File: src/rtl/ssof_pkg.sv
`timescale 1ns / 1ps
// Shared types and constants for the scan sector obstacle flag block.
package ssof_pkg;

    // Default sizing, handed to the top level as parameter defaults
    localparam int DEF_MAX_POINTS = 4096;
    localparam int DEF_RANGE_BITS = 16;

    // Configuration register widths and reset values
    localparam int LIMIT_W   = 16;
    localparam int CUT_W     = 16;
    localparam int STEP_W    = 17;
    localparam int CFG_IDX_W = 2;
    localparam int CFG_DATA_W = 17;

    localparam logic [LIMIT_W-1:0] RESET_NEAR_LIMIT = LIMIT_W'(500);
    localparam logic [CUT_W-1:0]   RESET_CUT_ANGLE  = CUT_W'(0);
    localparam logic [STEP_W-1:0]  RESET_ANGLE_STEP = STEP_W'(256);

    // Register indexes on the configuration port
    typedef enum logic [CFG_IDX_W-1:0] {
        REG_NEAR_LIMIT = 2'd0,
        REG_CUT_ANGLE  = 2'd1,
        REG_ANGLE_STEP = 2'd2
    } cfg_reg_t;

    // Angles in 1/256 degree: a full turn is 92160
    localparam int SECTOR_COUNT = 5;
    localparam int BOUND_W      = 17;
    localparam int SECTOR_W_W   = 15;
    localparam logic [BOUND_W-1:0] FULL_TURN = BOUND_W'(92160);
    localparam int RESET_SECTOR_W = 92160 / SECTOR_COUNT;

    // Divide by five: (x * 104858) >> 19 is exact for x below 2^18
    localparam logic [BOUND_W-1:0] DIV5_MUL   = BOUND_W'(104858);
    localparam int                 DIV5_SHIFT = 19;

    // Output word: five flags from bit 0 (right) to bit 4 (left), padded to a byte
    localparam int OUT_W = 8;

    // Sector boundaries: entry 0 is the cut angle, entry k the top of sector k-1
    typedef logic [SECTOR_COUNT:0][BOUND_W-1:0] bound_vec_t;

    // Control bits that travel with a sample down the pipeline
    typedef struct packed {
        logic valid;
        logic last;
        logic near;
    } stage_ctrl_t;

endpackage

File: src/rtl/ssof_cfg.sv
`timescale 1ns / 1ps
// Configuration registers and the derived sector boundary table.
module ssof_cfg (
    input  logic                              aclk,
    input  logic                              aresetn,
    input  logic                              cfg_valid,
    input  logic [ssof_pkg::CFG_IDX_W-1:0]    cfg_index,
    input  logic [ssof_pkg::CFG_DATA_W-1:0]   cfg_data,
    output logic [ssof_pkg::LIMIT_W-1:0]      near_limit,
    output logic [ssof_pkg::STEP_W-1:0]       angle_step,
    output ssof_pkg::bound_vec_t              bounds
);
    import ssof_pkg::*;

    logic [LIMIT_W-1:0]      near_limit_reg;
    logic [CUT_W-1:0]        cut_angle_reg;
    logic [STEP_W-1:0]       angle_step_reg;
    logic [SECTOR_W_W-1:0]   sector_w_reg;
    logic [SECTOR_W_W-1:0]   sector_w_next;
    bound_vec_t              bounds_reg;
    bound_vec_t              bounds_next;
    logic [BOUND_W-1:0]      twice_cut;
    logic [BOUND_W-1:0]      span;
    logic [2*BOUND_W-1:0]    span_scaled;

    always_comb begin
        twice_cut   = {cut_angle_reg, 1'b0};
        span        = FULL_TURN - twice_cut;
        span_scaled = (2*BOUND_W)'(span) * (2*BOUND_W)'(DIV5_MUL);
        // Oversized cut zone leaves every sector empty
        if (twice_cut >= FULL_TURN) begin
            sector_w_next = '0;
        end else begin
            sector_w_next = span_scaled[DIV5_SHIFT +: SECTOR_W_W];
        end
    end

    always_comb begin
        for (int k = 0; k <= SECTOR_COUNT; k++) begin
            bounds_next[k] = BOUND_W'(cut_angle_reg)
                           + BOUND_W'(sector_w_reg) * BOUND_W'(k);
        end
    end

    always_ff @(posedge aclk) begin
        if (!aresetn) begin
            near_limit_reg <= RESET_NEAR_LIMIT;
            cut_angle_reg  <= RESET_CUT_ANGLE;
            angle_step_reg <= RESET_ANGLE_STEP;
            sector_w_reg   <= SECTOR_W_W'(RESET_SECTOR_W);
            for (int k = 0; k <= SECTOR_COUNT; k++) begin
                bounds_reg[k] <= BOUND_W'(RESET_SECTOR_W * k);
            end
        end else begin
            if (cfg_valid) begin
                case (cfg_index)
                    REG_NEAR_LIMIT: near_limit_reg <= cfg_data[LIMIT_W-1:0];
                    REG_CUT_ANGLE:  cut_angle_reg  <= cfg_data[CUT_W-1:0];
                    REG_ANGLE_STEP: angle_step_reg <= cfg_data[STEP_W-1:0];
                    default: ;
                endcase
            end
            sector_w_reg <= sector_w_next;
            bounds_reg   <= bounds_next;
        end
    end

    assign near_limit = near_limit_reg;
    assign angle_step = angle_step_reg;
    assign bounds     = bounds_reg;

endmodule

File: src/rtl/ssof_front.sv
`timescale 1ns / 1ps
// Input register, point counter, near test and angle multiply stage.
module ssof_front #(
    parameter int MAX_POINTS = ssof_pkg::DEF_MAX_POINTS,
    parameter int RANGE_BITS = ssof_pkg::DEF_RANGE_BITS,
    localparam int IDX_W = $clog2(MAX_POINTS),
    localparam int ANG_W = IDX_W + ssof_pkg::STEP_W
) (
    input  logic                          aclk,
    input  logic                          aresetn,
    input  logic                          in_valid,
    output logic                          in_ready,
    input  logic [RANGE_BITS-1:0]         in_range,
    input  logic                          in_last,
    input  logic [ssof_pkg::LIMIT_W-1:0]  near_limit,
    input  logic [ssof_pkg::STEP_W-1:0]   angle_step,
    output ssof_pkg::stage_ctrl_t         s2_ctrl,
    output logic [ANG_W-1:0]              s2_angle,
    input  logic                          s2_ready
);
    import ssof_pkg::*;

    localparam int CMP_W = (RANGE_BITS > LIMIT_W) ? RANGE_BITS : LIMIT_W;

    logic [IDX_W-1:0]  idx_reg;
    logic [IDX_W-1:0]  idx_next;
    stage_ctrl_t       s1_ctrl_reg;
    logic [IDX_W-1:0]  s1_idx_reg;
    stage_ctrl_t       s2_ctrl_reg;
    logic [ANG_W-1:0]  s2_angle_reg;
    logic              accept;
    logic              s2_take;
    logic              is_near;

    assign s2_take  = !s2_ctrl_reg.valid || s2_ready;
    assign in_ready = !s1_ctrl_reg.valid || s2_take;
    assign accept   = in_valid && in_ready;

    // First point of a scan is never tested
    assign is_near = (idx_reg != '0) && (in_range != '0)
                   && (CMP_W'(in_range) < CMP_W'(near_limit));

    always_comb begin
        if (in_last || idx_reg == IDX_W'(MAX_POINTS - 1)) begin
            idx_next = '0;
        end else begin
            idx_next = idx_reg + IDX_W'(1);
        end
    end

    always_ff @(posedge aclk) begin
        if (!aresetn) begin
            idx_reg           <= '0;
            s1_ctrl_reg.valid <= 1'b0;
            s2_ctrl_reg.valid <= 1'b0;
        end else begin
            if (accept) begin
                idx_reg          <= idx_next;
                s1_ctrl_reg.last <= in_last;
                s1_ctrl_reg.near <= is_near;
                s1_idx_reg       <= idx_reg;
            end
            if (in_ready) begin
                s1_ctrl_reg.valid <= accept;
            end
            if (s2_take) begin
                s2_ctrl_reg.valid <= s1_ctrl_reg.valid;
            end
            if (s2_take && s1_ctrl_reg.valid) begin
                s2_ctrl_reg.last <= s1_ctrl_reg.last;
                s2_ctrl_reg.near <= s1_ctrl_reg.near;
                s2_angle_reg     <= ANG_W'(s1_idx_reg) * ANG_W'(angle_step);
            end
        end
    end

    assign s2_ctrl  = s2_ctrl_reg;
    assign s2_angle = s2_angle_reg;

endmodule

File: src/rtl/ssof_accum.sv
`timescale 1ns / 1ps
// Sector test, flag accumulation and the output register.
module ssof_accum #(
    parameter int MAX_POINTS = ssof_pkg::DEF_MAX_POINTS,
    localparam int ANG_W = $clog2(MAX_POINTS) + ssof_pkg::STEP_W
) (
    input  logic                         aclk,
    input  logic                         aresetn,
    input  ssof_pkg::stage_ctrl_t        s2_ctrl,
    input  logic [ANG_W-1:0]             s2_angle,
    output logic                         s2_ready,
    input  ssof_pkg::bound_vec_t         bounds,
    output logic                         out_valid,
    input  logic                         out_ready,
    output logic [ssof_pkg::OUT_W-1:0]   out_data
);
    import ssof_pkg::*;

    logic [SECTOR_COUNT-1:0] flags_reg;
    logic [SECTOR_COUNT-1:0] hit;
    logic                    out_valid_reg;
    logic [SECTOR_COUNT-1:0] out_flags_reg;
    logic                    out_free;
    logic                    flush;

    always_comb begin
        for (int k = 0; k < SECTOR_COUNT; k++) begin
            hit[k] = (ANG_W'(bounds[k]) < s2_angle)
                  && (s2_angle <= ANG_W'(bounds[k+1]));
        end
    end

    assign out_free = !out_valid_reg || out_ready;
    // Hold a last sample until the output register can take its word
    assign s2_ready = !s2_ctrl.last || out_free;
    assign flush    = s2_ctrl.valid && s2_ctrl.last && out_free;

    always_ff @(posedge aclk) begin
        if (!aresetn) begin
            flags_reg     <= '0;
            out_valid_reg <= 1'b0;
        end else begin
            if (flush) begin
                flags_reg <= '0;
            end else if (s2_ctrl.valid && !s2_ctrl.last && s2_ctrl.near) begin
                flags_reg <= flags_reg | hit;
            end
            if (flush) begin
                out_valid_reg <= 1'b1;
            end else if (out_ready) begin
                out_valid_reg <= 1'b0;
            end
        end
    end

    always_ff @(posedge aclk) begin
        if (flush) begin
            out_flags_reg <= flags_reg;
        end
    end

    assign out_valid = out_valid_reg;
    assign out_data  = OUT_W'(out_flags_reg);

endmodule

File: src/rtl/scan_sector_obstacle_flags.sv
`timescale 1ns / 1ps
// Top level of the scan sector obstacle flag block.
//
// One range sample per input word on s_axis; s_axis_tlast marks the last point
// of a scan. The first and last points of a scan are never tested. A sample is
// near when it is nonzero and below near_limit; its angle is point index times
// angle_step in 1/256 degree. The span outside the body cut zone is split into
// five sectors, right to left, and each sector flag collects near points.
// On the last point one word leaves on m_axis with the five flags, and the
// flags and point counter clear. Other points produce no output word.
// Throughput is one word per cycle unless m_axis stalls, as below. The result
// word passes the input register, the angle multiply stage and the sector test
// into the output register; the index by step multiply sets the clock. The
// user writes cfg_* registers only while the block is idle; the block does not
// enforce it. Bounds follow a cut_angle write via sector_w_reg, bounds_reg.
// Reset clears the counter, flags and pipeline and loads register defaults.
// When m_axis stalls the result word holds and samples keep flowing until a
// second last point reaches the output stage, which then stalls s_axis.
module scan_sector_obstacle_flags #(
    parameter int MAX_POINTS = ssof_pkg::DEF_MAX_POINTS,
    parameter int RANGE_BITS = ssof_pkg::DEF_RANGE_BITS,
    localparam int IN_W = ((RANGE_BITS + 7) / 8) * 8
) (
    input  logic                              aclk,
    input  logic                              aresetn,
    input  logic                              s_axis_tvalid,
    output logic                              s_axis_tready,
    input  logic [IN_W-1:0]                   s_axis_tdata,  // range_mm
    input  logic                              s_axis_tlast,
    output logic                              m_axis_tvalid,
    input  logic                              m_axis_tready,
    // obstacle_right, obstacle_front_right, obstacle_front,
    // obstacle_front_left, obstacle_left, zero padding
    output logic [ssof_pkg::OUT_W-1:0]        m_axis_tdata,
    input  logic                              cfg_valid,
    output logic                              cfg_ready,
    input  logic [ssof_pkg::CFG_IDX_W-1:0]    cfg_index,
    input  logic [ssof_pkg::CFG_DATA_W-1:0]   cfg_data
);
    import ssof_pkg::*;

    localparam int ANG_W = $clog2(MAX_POINTS) + STEP_W;

    logic [LIMIT_W-1:0] near_limit;
    logic [STEP_W-1:0]  angle_step;
    bound_vec_t         bounds;
    stage_ctrl_t        s2_ctrl;
    logic [ANG_W-1:0]   s2_angle;
    logic               s2_ready;

    assign cfg_ready = 1'b1;

    ssof_cfg u_cfg (
        .aclk       (aclk),
        .aresetn    (aresetn),
        .cfg_valid  (cfg_valid),
        .cfg_index  (cfg_index),
        .cfg_data   (cfg_data),
        .near_limit (near_limit),
        .angle_step (angle_step),
        .bounds     (bounds)
    );

    ssof_front #(
        .MAX_POINTS (MAX_POINTS),
        .RANGE_BITS (RANGE_BITS)
    ) u_front (
        .aclk       (aclk),
        .aresetn    (aresetn),
        .in_valid   (s_axis_tvalid),
        .in_ready   (s_axis_tready),
        .in_range   (s_axis_tdata[RANGE_BITS-1:0]),
        .in_last    (s_axis_tlast),
        .near_limit (near_limit),
        .angle_step (angle_step),
        .s2_ctrl    (s2_ctrl),
        .s2_angle   (s2_angle),
        .s2_ready   (s2_ready)
    );

    ssof_accum #(
        .MAX_POINTS (MAX_POINTS)
    ) u_accum (
        .aclk      (aclk),
        .aresetn   (aresetn),
        .s2_ctrl   (s2_ctrl),
        .s2_angle  (s2_angle),
        .s2_ready  (s2_ready),
        .bounds    (bounds),
        .out_valid (m_axis_tvalid),
        .out_ready (m_axis_tready),
        .out_data  (m_axis_tdata)
    );

`ifndef SYNTH
    // A result word only appears after a last point left the multiply stage
    assert property (@(posedge aclk) disable iff (!aresetn)
        $rose(m_axis_tvalid) |-> $past(s2_ctrl.valid && s2_ctrl.last))
        else $error("result word without a last point");

    // Input back-pressure only comes from a stalled result word
    assert property (@(posedge aclk) disable iff (!aresetn)
        !s_axis_tready |-> (m_axis_tvalid && !m_axis_tready))
        else $error("input stalled while output free");

    // A last point that moves on must load the output register
    assert property (@(posedge aclk) disable iff (!aresetn)
        (s2_ctrl.valid && s2_ctrl.last && s2_ready) |=> m_axis_tvalid)
        else $error("last point dropped");
`endif

endmodule
File: config.mk
export PLATFORM = sky130hd
export DESIGN_NAME = scan_sector_obstacle_flags
export DESIGN_NICKNAME = d
export VERILOG_FILES = /design/src/rtl/ssof_pkg.sv /design/src/rtl/ssof_cfg.sv /design/src/rtl/ssof_front.sv /design/src/rtl/ssof_accum.sv /design/src/rtl/scan_sector_obstacle_flags.sv
export SDC_FILE = /design/constraint.sdc
export NUM_CORES = 1
export LEC_CHECK = 0
export BUFFER_PORTS_ARGS = -buffer_cell sky130_fd_sc_hd__buf_2
export CORE_ASPECT_RATIO = 1.1
export CORE_MARGIN = 1.5
export CORE_UTILIZATION = 60
export CTS_CLUSTER_SIZE = 20
export DETAILED_ROUTE_END_ITERATION = 6
export PLACE_DENSITY = 0.84
export RECOVER_POWER = 100
export SLEW_MARGIN = 10
export SYNTH_ARGS = -nofsm -noshare
export SYNTH_HDL_FRONTEND = slang
export SYNTH_SLANG_ARGS = --single-unit
File: constraint.sdc
create_clock -name aclk -period 18.1 [get_ports aclk]
set_clock_uncertainty 0.1 [all_clocks]
set_input_delay 2.715 -clock aclk [delete_from_list [all_inputs] [get_ports aclk]]
set_output_delay 2.715 -clock aclk [all_outputs]
set_load 0.005 [all_outputs]
==> summary.md, run 1 <==
| Metric | Value |
|---|---|
| Critical path peak fanout | 11 |
| Mapped Area | 25,000 µm² |
| Setup-failing EPs final | 0 |
| Hold crit path type | reg2reg |
| Final hold vios | 0 |
| Layout Nets | 3,474 |
| HP Start | u_front.s1_ctrl_reg[0] |
| Adder-Cell Fraction of Synth Area | 41.0% |
| Share of layout cells above drive strength 1 | 3.73% |
| Mux contribution to synthesized area | 0.540% |
| Largest register FFs | 95 |
| P per Cell Area | 151 nW/µm² |
| Clock Sinks | 229 |
| GRT Total Usage | 32.1% |
| Vias per cell | 6.00 |
| Crit. End Element | flop |
| Detailed Route WL | 66.4 mm |
| Leak | 13.4 nW |
| Most frequent cells in the layout | inv_1, ha_1, nand2_1, fa_1, dfxtp_1 |
| Routability cong. | 0.983 |
| Synth Area in Simple Gates | 14.4% |
| Worst rel slew slack | -99.8% |
| Initial antenna violation count | 1 |
| Kind of critical path | reg2reg |
| Die Span Y | 217 µm |
| Worst EP arrival | 9.32 ns |
| Post-CTS setup buffer count | 0 |
| Worst r2r path cells | 23 |
| R2r setup slk | 9.15 ns |
| Setup TNS | 0 ns |
| Syn avg cell area | 9.06 µm² |
| Hold Path Sink | u_front.s2_ctrl[0] |
| Most common cell after layout, fill and taps aside | inv_1 |
| R2R Path End | u_cfg.sector_w_reg[14] |
| CTS Hold Bufs | 0 |
| H-tree Lvls | 1 |
| CTS tree | yes |
| Vias in the first global route | 20,900 |
| DP Area | 25,700 µm² |
| Die width | 198 µm |
| Initial Util | 60.7% |
| Peak supply drop | 0.000354 V |
| First-pass GRT wire length | 108 mm |
| Total core area | 41,200 µm² |
| Slew @ Worst Pin | 3.00 ns |
| Iteration-0 DRC Markers | 1,515 |
| Seq/Total Area, Yosys | 20.3% |
| Number of port buffers | 47 |
| Final routed DRC violation total | 11 |
| Flops & latches, synth | 229 |
| Cell taking the most area after synthesis | fa_1 |
| Post-synth EDFFs | 50 |
| Post_cts resized | 0 |
| RSZ-0062 raised after global routing | no |
| Yosys warns | 0 |
| Hold path depth | 0 |
| Post-layout power | 4.02 mW |
| Slew Limit Fails | 208 |
| Period Utilization, post-route | 49.5% |
| Via Count | 20,100 |
| Antenna-violating nets left | 0 |
| XOR/XNOR Fraction of Synth Area | 3.78% |
| Clock transition at the registers of the reported paths | 0.06 ns |
| Rows | 78 |
| Hpwl dp | 53.8 mm |
| Clock latency on the worst-skew pair | 0.58 ns |
| Max Fclk | 0.112 GHz |
| Die area | 42,900 µm² |
| CP startpoint | u_cfg.cut_angle_reg[2] |
| Clk root buf | clkbuf_16 |
| Overflow after GRT | 0 |
| Min Tclk post-route | 8.95 ns |
| Pre-antenna DRT Iters | 7 |
| Diode count | 0 |
| Failing checks | design-rule violations, max-capacitance violations, max-slew violations |
| Area Overhead vs Synth | 6.26% |
| Clock buffer depth | 3 |
| Cells after Synth | 2,760 |
| Max-cap violations | 4 |
| Final Cell Area | 26,600 µm² |
| Largest family of logic cells by synthesized area | adder cells |
| Status | complete, but fails checks |
| Worst Setup Start Kind | flop |
| Cell variety after synth | 78 |
| CTS Buf Count | 26 |
| RR Startpoint | u_cfg.cut_angle_reg[2] |
| Complex-gate fraction of the synthesized area | 12.2% |
| Drt wl/cell | 19.8 µm |
| # IOs | 52 |
| Post-synth top flop | dfxtp_1 |
| Required time of the critical path | 18.46 ns |
| Synth area leaders | fa_1, ha_1, dfxtp_1, inv_1, edfxtp_1 |
| Largest net degree at the start of global routing | 66 |
| FFs w/ async S/R, synth | 0% |
| Synth top area share | 20.8% |
per-stage QoR:
step	hold WS, ns	setup WS (ns)	util (%)	cells
2_1_floorplan	0.300	10.87	-	2762
3_3_place_gp	0.303	10.19	62.4	3302
3_5_place_dp	0.310	10.00	62.4	3302
4_1_cts	0.324	9.95	64.6	3350
5_1_grt	0.339	8.82	64.5	3350
6_report	0.324	9.15	64.5	3350
cell usage after synthesis (16+ instances only):
cell and n:
a211oi_1 20, a21o_1 71, a21oi_1 161, and2_1 83
and3_1 16, clkbuf_1 67, dfxtp_1 179, edfxtp_1 50
fa_1 260, ha_1 403, inv_1 442, nand2_1 306
nand2b_1 23, nand3_1 38, nand4_1 32, nor2_1 148
nor2b_1 24, nor3_1 32, o211ai_1 18, o21a_1 35
o21ai_0 75, xnor2_1 65, xor2_1 41
final cells by class:
class / instances / area (µm²)
Inverter: 444 / 1670
Clock inverter: 11 / 97.6
Timing Repair Buffer: 51 / 245
Clock buffer: 37 / 807
Sequential cell: 229 / 5080
Multi-Input combinational cell: 2018 / 18000
Tap cell: 560 / 701
Fill cell: 3317 / 14600
logic make-up (layout without fill, tap and decap cells):
logic type               count (synthesis)  count (layout)
AND/OR/NAND/NOR                        758             758
adder cells (fa/ha/maj)                663             663
buffers and inverters                  515             543
AO/OA/AOI/OAI                          473             473
flip-flops                             229             229
XOR/XNOR                               107             107
multiplexers                            13              13
other                                    2               4
worst max path at each step:
stage,depth (start not counted),to
after floorplan,23,u_cfg.sector_w_reg[14]
after global placement,23,u_cfg.sector_w_reg[14]
after detailed placement,23,u_cfg.sector_w_reg[14]
after CTS,23,u_cfg.sector_w_reg[14]
after global routing,23,u_cfg.sector_w_reg[14]
final,23,u_cfg.sector_w_reg[14]
critical path, stage by stage, from the launching register on:
cell and delay, ns:
dfxtp_1 0.45, or4_1 0.65, or3_1 0.39, o41ai_1 0.88, nand2_2 0.13, a31oi_1 0.23
xnor2_1 0.26, inv_1 0.22, ha_1 0.39, ha_1 0.32, fa_1 0.53, fa_1 0.44
fa_1 0.54, inv_1 0.05, fa_1 0.52, inv_1 0.04, ha_1 0.39, nand4_1 0.22
a2111oi_0 0.35, o211ai_1 0.23, a21oi_1 0.31, o21ai_0 0.37, or4_1 0.61, and3_1 0.19
where the power goes:
| group | internal (mW) | switching (mW) | leakage (nW) |
|---|---|---|---|
| clock | 0.325 | 0.231 | 0.435 |
| combinational | 1.11 | 1.64 | 11.0 |
| sequential | 0.614 | 0.101 | 1.94 |
| total | 2.05 | 1.97 | 13.4 |
routing by layer:
metal	track usage, %	wire length, µm	vias up	part of all wire [%]
met1	40.5	26300	9703	40
met4	16.2	3700	2	5.6
met5	0	13	-	0.020
li1	-	-	9197	-
met3	5.61	5500	264	8.3
met2	53.1	30900	921	46
No activity file was read; power rests on OpenSTA's default activity.
==> run 2, diff against run 1 <==
Settings changed: CORE_UTILIZATION 60 to 59, PLACE_DENSITY 0.84 to 0.86.
Clock period 18.1 ns to 7.33 ns, I/O delays scaled along.
==> summary.md, run 2 (synthesis gave the netlist of run 1 again) <==
| Metric | Value |
|---|---|
| Worst path max stage delay | 0.55 ns (was 0.88 ns) |
| CP startpoint | u_cfg.cut_angle_reg[2] (unchanged) |
| CP max stage cell | fa_1 (was o41ai_1) |
| Share of layout cells above drive strength 1 | 5.08% (was 3.73%) |
| Peak supply drop | 0.000830 V (was 0.000354 V) |
| Final routed DRC violation total | 0 (was 11) |
| H-tree Lvls | 1 (unchanged) |
| Hold WS | 0.336 ns (was 0.324 ns) |
| Register area | 5080 µm² (unchanged) |
| Antenna-violating nets left | 0 (unchanged) |
| Multi-input logic area | 18,000 µm² (about the same) |
| # IOs | 52 (unchanged) |
| Failing checks | max-capacitance violations, max-slew violations (was design-rule violations, max-capacitance violations, max-slew violations) |
| Slew @ Worst Pin | 2.30 ns (was 3.00 ns) |
| Setup TNS | 0 ns (unchanged) |
| Clock latency on the worst-skew pair | 0.55 ns (was 0.58 ns) |
| Kind of critical path | reg2reg (unchanged) |
| Most frequent cells in the layout | inv_1, ha_1, nand2_1, fa_1, dfxtp_1 (unchanged) |
| HP Start | u_front.s1_ctrl_reg[0] (unchanged) |
| CP Buf/Inv Count | 4 (was 3) |
| RR Startpoint | u_cfg.cut_angle_reg[2] (unchanged) |
| Max Fclk | 0.141 GHz (was 0.112 GHz) |
| Non-filler cells, final | 3,395 (was 3,350) |
| Dpl ws | 0.00488 ns (was 10.00 ns) |
| Leak | 13.6 nW (was 13.4 nW) |
| Clk root buf | clkbuf_16 (unchanged) |
| First-pass GRT wire length | 108 mm (about the same) |
| Worst Setup Start Kind | flop (unchanged) |
| Initial Util | 60.3% (was 60.7%) |
| Clock transition at the registers of the reported paths | 0.06 ns (about the same) |
| Required time of the critical path | 7.68 ns (was 18.46 ns) |
| Die width | 199 µm (was 198 µm) |
| Clock buffer depth | 3 (unchanged) |
| Die area | 43,600 µm² (was 42,900 µm²) |
| GRT Total Usage | 31.8% (was 32.1%) |
| Iteration-0 DRC Markers | 1,557 (was 1,515) |
| Vias per cell | 5.97 (was 6.00) |
| Largest net degree at the start of global routing | 70 (was 66) |
| CTS tree | yes (unchanged) |
| Critical path's top delay family | adder cells (unchanged) |
| Slew Limit Fails | 96 (was 208) |
| P per Cell Area | 380 nW/µm² (was 151 nW/µm²) |
| Status | complete, but fails checks (unchanged) |
| Die Span Y | 219 µm (was 217 µm) |
| Worst rel slew slack | -53.8% (was -99.8%) |
| CTS Buf Count | 25 (was 26) |
| Clock Sinks | 229 (unchanged) |
| Detailed Route WL | 67.1 mm (was 66.4 mm) |
| Hold crit path type | reg2reg (unchanged) |
| Hpwl dp | 54.6 mm (was 53.8 mm) |
| Routability cong. | 0.976 (was 0.983) |
| Vias in the first global route | 21,300 (was 20,900) |
| CP most frequent cell | fa_1 (unchanged) |
| Setup-failing EPs final | 0 (unchanged) |
| Total core area | 41,500 µm² (was 41,200 µm²) |
| Rows | 78 (unchanged) |
| Number of port buffers | 47 (unchanged) |
| Min Tclk post-route | 7.10 ns (was 8.95 ns) |
| Setup ws final | 0.234 ns (was 9.15 ns) |
| Fillers | 3,262 (was 3,317) |
| Critical path peak fanout | 6 (was 11) |
| Drt wl/cell | 19.8 µm (about the same) |
| # placed instances | 3,346 (was 3,302) |
| Max-cap violations | 3 (was 4) |
| Crit. End Element | flop (unchanged) |
| Area Overhead vs Synth | 7.59% (was 6.26%) |
| Most common cell after layout, fill and taps aside | inv_1 (unchanged) |
| Worst EP arrival | 7.44 ns (was 9.32 ns) |
| Pre-antenna DRT Iters | 6 (was 7) |
| Initial antenna violation count | 0 (was 1) |
| Via Count | 20,300 (was 20,100) |
| Largest register FFs | 95 (unchanged) |
| CTS Hold Bufs | 0 (unchanged) |
| Diode count | 0 (unchanged) |
| Overflow after GRT | 0 (unchanged) |
| Final hold vios | 0 (unchanged) |
| Period Utilization, post-route | 96.8% (was 49.5%) |
| Layout Nets | 3,520 (was 3,474) |
==> run 2: timing repair <==
action,in CTS,in global routing
setup endpoints to repair,1,9
pin swaps,0,3
buffers inserted,0,3
resized for setup,1,7
==> run 2: per-stage QoR <==
| step | instance area, µm² | utilization, % | power [mW] |
|---|---|---|---|
| after floorplan | 25000 | - | 6.74 |
| after global placement | 26000 | 62.8 | 8.36 |
| after detailed placement | 26000 | 62.8 | 8.60 |
| after CTS | 26900 | 64.8 | 10.0 |
| after global routing | 26900 | 64.9 | 11.2 |
| final | 26900 | 64.9 | 10.2 |
==> run 2: metal layers <==
layer,GRT usage (%),share of wire (%),up-vias
met1,39.4,39,9717
met3,5.09,8.4,284
met4,16.9,6.2,0
met5,0,0,-
met2,53.3,47,996
li1,-,-,9287
==> run 2: report_power, final <==
part	internal (mW)	total (mW)	leakage [nW]	switching, mW
Clock	0.778	1.35	0.408	0.568
Combinational	2.93	7.11	11.2	4.19
Sequential	1.51	1.77	1.94	0.255
==> run 2: worst paths after layout <==
check | to | slack (ns) | depth (start not counted)
setup / recovery | u_cfg.sector_w_reg[14] | 0.23 | 25
hold / removal | u_front.s2_ctrl[0] | 0.34 | 0
setup reg to reg | u_cfg.sector_w_reg[14] | 0.23 | 25
hold reg to reg | u_front.s2_ctrl[0] | 0.34 | 0
==> run 2: area by class of cell <==
cell class	instances	area share [%]
multi-input cells	2018	66.9
flip-flops and latches	229	18.9
inverters	444	6.20
well taps	560	2.60
clock buffers	30	2.40
repair buffers	98	2.18
clock inverters	16	0.786
